`src/personalized_pagerank_engine_top_macros.svh`:
```
// assertion macros for the pagerank engine top level
`ifndef PERSONALIZED_PAGERANK_ENGINE_TOP_MACROS_SVH
`define PERSONALIZED_PAGERANK_ENGINE_TOP_MACROS_SVH

// same-cycle implication, checked outside reset
`define PPR_ASSERT_NOW(lbl, ante, cons, msg) \
    lbl: assert property (@(posedge i_clk) disable iff (!i_rst_n) (ante) |-> (cons)) \
        else $error(msg);

// next-cycle implication, checked outside reset
`define PPR_ASSERT_NEXT(lbl, ante, cons, msg) \
    lbl: assert property (@(posedge i_clk) disable iff (!i_rst_n) (ante) |=> (cons)) \
        else $error(msg);

`endif

```
`src/ppr_pkg.sv`:
```
// shared constants, codes and controller/datapath types
`default_nettype none
package ppr_pkg;
    localparam int NODE_AW   = 10;
    localparam int MAX_NODES = 1 << NODE_AW;
    localparam int EDGE_AW   = 12;
    localparam int MAX_EDGES = 1 << EDGE_AW;
    localparam int VAL_W     = 32;
    localparam int SCORE_W   = 48;
    localparam int OWS_W     = VAL_W + EDGE_AW;
    localparam int NORM_W    = 33;
    localparam int DIFF_W    = SCORE_W + NODE_AW;
    localparam int EDGE_W    = 2 * NODE_AW + VAL_W;
    localparam int CNT_W     = 16;
    localparam int LO_W      = 17;
    localparam int DAMP_W    = 16;
    localparam int DIV_CW    = 6;

    localparam logic [SCORE_W-1:0] SCORE_MAX = '1;

    typedef enum logic [1:0] {
        CMD_LOAD_EDGE = 2'd0,
        CMD_LOAD_PREF = 2'd1,
        CMD_RUN       = 2'd2,
        CMD_READ      = 2'd3
    } t_cmd_code;

    typedef enum logic [2:0] {
        REG_NODE_COUNT = 3'd0,
        REG_EDGE_COUNT = 3'd1,
        REG_DAMPING    = 3'd2,
        REG_ITER_LIMIT = 3'd3,
        REG_TOLERANCE  = 3'd4
    } t_reg_idx;

    typedef enum logic [29:0] {
        ST_IDLE   = 30'b1 << 0,
        ST_CLR    = 30'b1 << 1,
        ST_SUM_RE = 30'b1 << 2,
        ST_SUM_RO = 30'b1 << 3,
        ST_SUM_WR = 30'b1 << 4,
        ST_NRM_RE = 30'b1 << 5,
        ST_NRM_RO = 30'b1 << 6,
        ST_NRM_DS = 30'b1 << 7,
        ST_NRM_DW = 30'b1 << 8,
        ST_MM_RD  = 30'b1 << 9,
        ST_MM_UP  = 30'b1 << 10,
        ST_PQ_RD  = 30'b1 << 11,
        ST_PQ_DS  = 30'b1 << 12,
        ST_PQ_DW  = 30'b1 << 13,
        ST_IN_RD  = 30'b1 << 14,
        ST_IN_WR  = 30'b1 << 15,
        ST_IT_CHK = 30'b1 << 16,
        ST_NX_RD  = 30'b1 << 17,
        ST_NX_MUL = 30'b1 << 18,
        ST_NX_WR  = 30'b1 << 19,
        ST_ED_RE  = 30'b1 << 20,
        ST_ED_RS  = 30'b1 << 21,
        ST_ED_T   = 30'b1 << 22,
        ST_ED_C   = 30'b1 << 23,
        ST_ED_W   = 30'b1 << 24,
        ST_DF_RD  = 30'b1 << 25,
        ST_DF_AC  = 30'b1 << 26,
        ST_IT_END = 30'b1 << 27,
        ST_DONE   = 30'b1 << 28,
        ST_RD_OUT = 30'b1 << 29
    } t_state;

    typedef struct packed {
        t_state             state;
        logic [EDGE_AW:0]   k;
        logic [NODE_AW:0]   i;
    } t_ctl_cmd;

    typedef struct packed {
        logic edge_ok;
        logic div_need;
        logic div_done;
        logic diff_lt_tol;
        logic diff_zero;
    } t_ctl_sts;
endpackage
`default_nettype wire

```
`src/ppr_ctrl.sv`:
```
// controller: run sequencing over edges, nodes and iterations
`default_nettype none
module ppr_ctrl (
    input  logic                         i_clk,
    input  logic                         i_rst_n,
    input  logic                         i_start_run,
    input  logic                         i_start_read,
    input  logic [ppr_pkg::NODE_AW:0]    i_n,
    input  logic [ppr_pkg::EDGE_AW:0]    i_ne,
    input  logic [ppr_pkg::CNT_W-1:0]    i_limit,
    input  ppr_pkg::t_ctl_sts            i_sts,
    input  logic                         i_out_free,
    output ppr_pkg::t_ctl_cmd            o_cmd,
    output logic [ppr_pkg::CNT_W-1:0]    o_iters,
    output logic                         o_converged,
    output logic                         o_out_load
);
    import ppr_pkg::*;

    t_state           r_state, n_state;
    logic [EDGE_AW:0] r_k, n_k;
    logic [NODE_AW:0] r_i, n_i;
    logic [CNT_W-1:0] r_it, n_it;
    logic             r_conv, n_conv;
    logic             i_last, k_last, ne_zero, all_last;

    assign i_last   = r_i == (i_n - 1'b1);
    assign all_last = r_i == (NODE_AW + 1)'(MAX_NODES - 1);
    assign k_last   = r_k == (i_ne - 1'b1);
    assign ne_zero  = i_ne == '0;

    always_comb begin
        n_state = r_state;
        n_k     = r_k;
        n_i     = r_i;
        n_it    = r_it;
        n_conv  = r_conv;
        unique case (r_state)
            ST_IDLE: begin
                if (i_start_run) begin
                    n_i = '0; n_k = '0; n_it = '0; n_conv = 1'b0;
                    n_state = ST_CLR;
                end else if (i_start_read) begin
                    n_state = ST_RD_OUT;
                end
            end
            ST_CLR: begin
                if (i_last) begin
                    n_i = '0;
                    n_state = ne_zero ? ST_MM_RD : ST_SUM_RE;
                end else begin
                    n_i = r_i + 1'b1;
                end
            end
            ST_SUM_RE: n_state = ST_SUM_RO;
            ST_SUM_RO, ST_SUM_WR: begin
                if ((r_state == ST_SUM_RO) && i_sts.edge_ok) begin
                    n_state = ST_SUM_WR;
                end else if (k_last) begin
                    n_k = '0; n_state = ST_NRM_RE;
                end else begin
                    n_k = r_k + 1'b1; n_state = ST_SUM_RE;
                end
            end
            ST_NRM_RE: n_state = ST_NRM_RO;
            ST_NRM_RO: n_state = ST_NRM_DS;
            ST_NRM_DS, ST_NRM_DW: begin
                if ((r_state == ST_NRM_DS) && i_sts.div_need) begin
                    n_state = ST_NRM_DW;
                end else if ((r_state == ST_NRM_DW) && !i_sts.div_done) begin
                    n_state = ST_NRM_DW;
                end else if (k_last) begin
                    n_k = '0; n_state = ST_MM_RD;
                end else begin
                    n_k = r_k + 1'b1; n_state = ST_NRM_RE;
                end
            end
            ST_MM_RD: n_state = ST_MM_UP;
            ST_MM_UP: begin
                if (i_last) begin
                    n_i = '0; n_state = ST_PQ_RD;
                end else begin
                    n_i = r_i + 1'b1; n_state = ST_MM_RD;
                end
            end
            ST_PQ_RD: n_state = ST_PQ_DS;
            ST_PQ_DS: n_state = ST_PQ_DW;
            ST_PQ_DW: begin
                if (i_sts.div_done) begin
                    if (i_last) begin
                        n_i = '0; n_state = ST_IN_RD;
                    end else begin
                        n_i = r_i + 1'b1; n_state = ST_PQ_RD;
                    end
                end
            end
            ST_IN_RD: n_state = ST_IN_WR;
            ST_IN_WR: begin
                // every node is written, nodes past the count get zero
                if (all_last) begin
                    n_i = '0; n_state = ST_IT_CHK;
                end else begin
                    n_i = r_i + 1'b1; n_state = ST_IN_RD;
                end
            end
            ST_IT_CHK: begin
                n_i = '0;
                n_state = (r_it < i_limit) ? ST_NX_RD : ST_DONE;
            end
            ST_NX_RD:  n_state = ST_NX_MUL;
            ST_NX_MUL: n_state = ST_NX_WR;
            ST_NX_WR: begin
                if (i_last) begin
                    n_i = '0; n_k = '0;
                    n_state = ne_zero ? ST_DF_RD : ST_ED_RE;
                end else begin
                    n_i = r_i + 1'b1; n_state = ST_NX_RD;
                end
            end
            ST_ED_RE: n_state = ST_ED_RS;
            ST_ED_T:  n_state = ST_ED_C;
            ST_ED_C:  n_state = ST_ED_W;
            ST_ED_RS, ST_ED_W: begin
                if ((r_state == ST_ED_RS) && i_sts.edge_ok) begin
                    n_state = ST_ED_T;
                end else if (k_last) begin
                    n_k = '0; n_i = '0; n_state = ST_DF_RD;
                end else begin
                    n_k = r_k + 1'b1; n_state = ST_ED_RE;
                end
            end
            ST_DF_RD: n_state = ST_DF_AC;
            ST_DF_AC: begin
                if (i_last) begin
                    n_state = ST_IT_END;
                end else begin
                    n_i = r_i + 1'b1; n_state = ST_DF_RD;
                end
            end
            ST_IT_END: begin
                n_it = r_it + 1'b1;
                if (i_sts.diff_lt_tol) begin
                    n_conv = 1'b1; n_state = ST_DONE;
                end else if (i_sts.diff_zero) begin
                    // fixed point reached without passing tolerance
                    n_it = i_limit; n_state = ST_DONE;
                end else begin
                    n_state = ST_IT_CHK;
                end
            end
            ST_DONE, ST_RD_OUT: begin
                if (i_out_free) begin
                    n_state = ST_IDLE;
                end
            end
            default: n_state = ST_IDLE;
        endcase
    end

    always_ff @(posedge i_clk) begin
        if (!i_rst_n) begin
            r_state <= ST_IDLE;
            r_k     <= '0;
            r_i     <= '0;
            r_it    <= '0;
            r_conv  <= 1'b0;
        end else begin
            r_state <= n_state;
            r_k     <= n_k;
            r_i     <= n_i;
            r_it    <= n_it;
            r_conv  <= n_conv;
        end
    end

    always_comb begin
        o_cmd.state = r_state;
        o_cmd.k     = r_k;
        o_cmd.i     = r_i;
    end

    assign o_iters     = r_it;
    assign o_converged = r_conv;
    assign o_out_load  = ((r_state == ST_DONE) || (r_state == ST_RD_OUT)) && i_out_free;
endmodule
`default_nettype wire

```
`config.mk`:
```
export PLATFORM = sky130hd
export DESIGN_NAME = ppr_ctrl
export DESIGN_NICKNAME = d
export VERILOG_FILES = /design/src/personalized_pagerank_engine_top_macros.svh /design/src/ppr_pkg.sv /design/src/ppr_ctrl.sv
export SDC_FILE = /design/constraint.sdc
export NUM_CORES = 1
export LEC_CHECK = 0
export BUFFER_PORTS_ARGS = -buffer_cell sky130_fd_sc_hd__buf_4
export CORE_ASPECT_RATIO = 0.75
export CORE_MARGIN = 10
export CORE_UTILIZATION = 50
export CTS_BUF_LIST = sky130_fd_sc_hd__clkbuf_16
export CTS_CLUSTER_SIZE = 40
export DETAILED_ROUTE_END_ITERATION = 6
export PLACE_DENSITY = 0.78
export SLEW_MARGIN = 5
export SYNTH_ARGS = -nofsm -noshare
export SYNTH_HDL_FRONTEND = slang
export SYNTH_SLANG_ARGS = --single-unit
```
`constraint.sdc`:
```
create_clock -name i_clk -period 4.8 [get_ports i_clk]
set_clock_uncertainty 0.1 [all_clocks]
set_input_delay 0.24 -clock i_clk [delete_from_list [all_inputs] [get_ports i_clk]]
set_output_delay 0.24 -clock i_clk [all_outputs]
set_load 0.02 [all_outputs]
```
==> metrics.md <==
| Metric | Value |
|---|---|
| Run status | `complete, no violations` |
| Overall via count from detail_route | `6,005` |
| CTS Hold Buffers Added | `0` |
| Fraction of final layout cells sized beyond drive strength 1 | `0.202` |
| CTS tree | `yes` |
| Largest net degree at the start of global routing | `49` |
| Sequential area share after synthesis | `0.264` |
| Maximum vdd drop | `0.175 mV` |
| FP Rows | `32` |
| Mean cell area of the mapped netlist | `7.70 um^2` |
| Antenna-violating nets left | `0` |
| Startpoint class of the critical path | `flip-flop` |
| Tcrit/Tclk final | `0.837` |
| Flop pwr share | `0.348` |
| First-pass GRT wire length | `27.4 mm` |
| Syn nets | `770` |
| Combinational cell fraction of total power | `0.292` |
| Count of final setup violators | `0` |
| GRT met1 Usage | `0.285` |
| H-tree depth | `3` |
| Setup crit end kind | `flip-flop` |
| Die width | `140 um` |
| Number of setup buffers added after CTS | `0` |
| Routing layer with the top usage in global route | `met2` |
| Total count of hold-check failures in the final report | `0` |
| Average routed wire per standard cell | `18.5 um` |
| DRC Markers | `0` |
| LEAKAGE | `0.00279 uW` |
| Latest clock arrival within the worst-skew pair | `330 ps` |
| Aggregate global-route resource usage | `0.213` |
| Antenna diode instance count | `0` |
| Number of global-route vias before repair | `5,375` |
| Arrival time worst endpoint | `4170 ps` |
| Count of state elements after synthesis | `71` |
| Total internal power | `1170 uW` |
| Met2 Track Usage GR | `0.329` |
| Initial antenna violation count | `0` |
| Unrepaired setup endpoints after global routing | `no` |
| Achievable clock frequency | `249 MHz` |
| 1st-iter DRT viols | `637` |
| Final worst hold slack | `106 ps` |
| IO Port Bufs | `121` |
| Count of unique library cells instantiated by Yosys | `70` |
| Setup Crit Path Kind | `flip-flop to flip-flop` |
| Worst-case clock buffer depth | `2` |
| Area delta synth->final | `23.8%` |
| Core Box Area | `10,400 um^2` |
| Sum of net half-perimeters after detailed placement | `13.7 mm` |
| Number of gates given a new drive strength after cts | `0` |
| Max cap viols | `0` |
| PwrDens | `268 nW/um^2` |
| Post-synthesis async set-or-reset flop share | `0` |
| Initial core utilization | `0.518` |
| Share of power burned in the clock network | `0.359` |
| Router iterations before antenna repair | `6` |
| Die Y | `110 um` |
| Warning count from the yosys run | `0` |
| Final RePlAce weighted congestion | `0.926` |
| Total die area | `15,400 um^2` |
| Final critical delay including setup and external delays | `4020 ps` |
| Sum of internal, switching and leakage power | `1790 uW` |
| Switching power as a share of total power | `0.345` |
| Clock Root Buffer | `sky130_fd_sc_hd__clkbuf_16` |
| Pin slew with the least headroom to its limit | `1100 ps` |
| Grt ovf | `0` |
| Ports placed on the boundary | `122` |
| Maximum fanout along the worst path | `26` |
| Class of the most critical hold timing path | `input pin to flip-flop` |
| Worst slew margin relative to its limit | `0.260` |
| Worst-path clk slew | `60 ps` |
| GR Util met3 | `0.0603` |
| Total Nets Final | `878` |
| CTS sink cnt | `71` |
| Total wirelength of the detailed-routed design | `17.6 mm` |
| Setup tns final | `0 ps` |
| Mapped Cells | `700` |
| Switching power | `617 uW` |
| Final number of max-transition violations | `0` |
| Number of synthesized flops with an enable pin | `0` |
| CTS Buf Count | `9` |
| Via density per instance | `6.33` |
| Commonest register cell after synthesis | `sky130_fd_sc_hd__dfxtp_1` |
| Critical Path RT | `4960 ps` |
| Post-Syn Area | `5390 um^2` |
==> worst max-delay path: stages, from the launching register on <==
cell	delay (ps)
sky130_fd_sc_hd__dfxtp_1	370
sky130_fd_sc_hd__nor4_1	850
sky130_fd_sc_hd__nor3b_1	620
sky130_fd_sc_hd__nand4_1	260
sky130_fd_sc_hd__o311a_1	380
sky130_fd_sc_hd__a221o_1	650
sky130_fd_sc_hd__or4b_1	560
sky130_fd_sc_hd__a21oi_1	160
==> flip-flops by register name, indices dropped and copies added (netlist names) <==
signal	count
o_converged	1
r_k	13
r_i	11
r_state	30
o_iters	16
==> routing by layer <==
metal  share of wire  vias to the layer above
li1                -                     2849
met1            0.45                     2821
met2            0.43                      304
met3            0.10                       31
met4           0.017                        0
met5               0                        -
==> cell type report <==
class                      instances  area, um^2
tap                              136         170
multi-input combinational        566        3710
fill                             907        3740
inverter                          32         120
clock inverter                     7        63.8
sequential                        71        1420
timing repair buffer             128         961
clock buffer                       9         225
==> cell usage in the layout, fill, tap and decap left out, drive strengths merged, types with 10 or more instances in the layout <==
cell	Yosys	final
or3	12	12
nand2b	15	15
nor4	28	28
and3	21	21
nor4b	12	12
inv	32	32
or4	15	15
xor2	21	21
a211oi	11	11
nand4	17	17
a21oi	57	57
ha	20	20
o21ai	35	35
dfxtp	71	71
nor2b	10	10
nor2	63	63
buf	6	128
nand3	24	24
xnor2	20	20
nand2	41	41
nor3	32	32
==> power by group through the flow <==
stage | sequential [uW] | combinational (uW) | clock (uW)
global placement | 630 | 493 | 0
detailed placement | 633 | 499 | 0
global route | 624 | 563 | 676
CTS | 620 | 504 | 653
finish | 622 | 523 | 642
floorplan | 641 | 337 | 0
==> Yosys cell counts (5+ instances only) <==
master	n	area [um^2]
sky130_fd_sc_hd__nand3_1	24	120
sky130_fd_sc_hd__clkbuf_1	24	90.1
sky130_fd_sc_hd__a21oi_1	57	285
sky130_fd_sc_hd__nand2b_1	15	93.8
sky130_fd_sc_hd__o21ai_0	35	175
sky130_fd_sc_hd__a211oi_1	10	75.1
sky130_fd_sc_hd__o21a_1	7	52.6
sky130_fd_sc_hd__inv_1	32	120
sky130_fd_sc_hd__nor3b_1	6	45.0
sky130_fd_sc_hd__mux2i_1	6	60.1
sky130_fd_sc_hd__nand4_1	17	106
sky130_fd_sc_hd__a22oi_1	9	67.6
sky130_fd_sc_hd__and4_1	6	52.6
sky130_fd_sc_hd__nor4b_1	11	96.3
sky130_fd_sc_hd__a21o_1	5	37.5
sky130_fd_sc_hd__xnor2_1	20	175
sky130_fd_sc_hd__o31ai_1	5	37.5
sky130_fd_sc_hd__or4_1	15	113
sky130_fd_sc_hd__or3_1	12	75.1
sky130_fd_sc_hd__dfxtp_1	71	1420
sky130_fd_sc_hd__xor2_1	21	184
sky130_fd_sc_hd__nor4_1	24	150
sky130_fd_sc_hd__nor2b_1	10	62.6
sky130_fd_sc_hd__nand4b_1	9	78.8
sky130_fd_sc_hd__nand2_1	41	154
sky130_fd_sc_hd__ha_1	20	250
sky130_fd_sc_hd__a31oi_1	5	31.3
sky130_fd_sc_hd__nor3_1	31	155
sky130_fd_sc_hd__and3_1	21	131
sky130_fd_sc_hd__nor2_1	62	233
==> kinds of logic (layout without fill, tap and decap cells) <==
family | count (synthesis) | count (layout) | synth area share
xor+xnor | 41 | 41 | 0.0667
simple gates | 336 | 336 | 0.368
fa+ha+maj | 20 | 20 | 0.0464
mux | 7 | 7 | 0.0132
compound gates | 162 | 162 | 0.194
flops | 71 | 71 | 0.264
buf+inv | 63 | 176 | 0.0478
==> path summary, 6_finish.rpt <==
| check | start | cells after the start | end | slack, ps |
|---|---|---|---|---|
| worst max-delay path | r_state[25] | 7 | r_k[5] | 780 |
| worst min-delay path | i_rst_n | 2 | r_state[0] | 110 |
| worst max register to register | r_state[25] | 7 | r_k[5] | 780 |
| worst min register to register | o_iters[15] | 2 | o_iters[15] | 430 |
==> stage by stage <==
step,std cells,util,cell area [um^2],setup slack (ps)
after CTS,949,0.641,6670,922
after floorplan,700,-,5390,1680
after global routing,949,0.641,6670,572
after global placement,933,0.613,6380,1050
after detailed placement,933,0.613,6380,945
final,949,0.641,6670,783
Power figures use the tool's default switching activity.
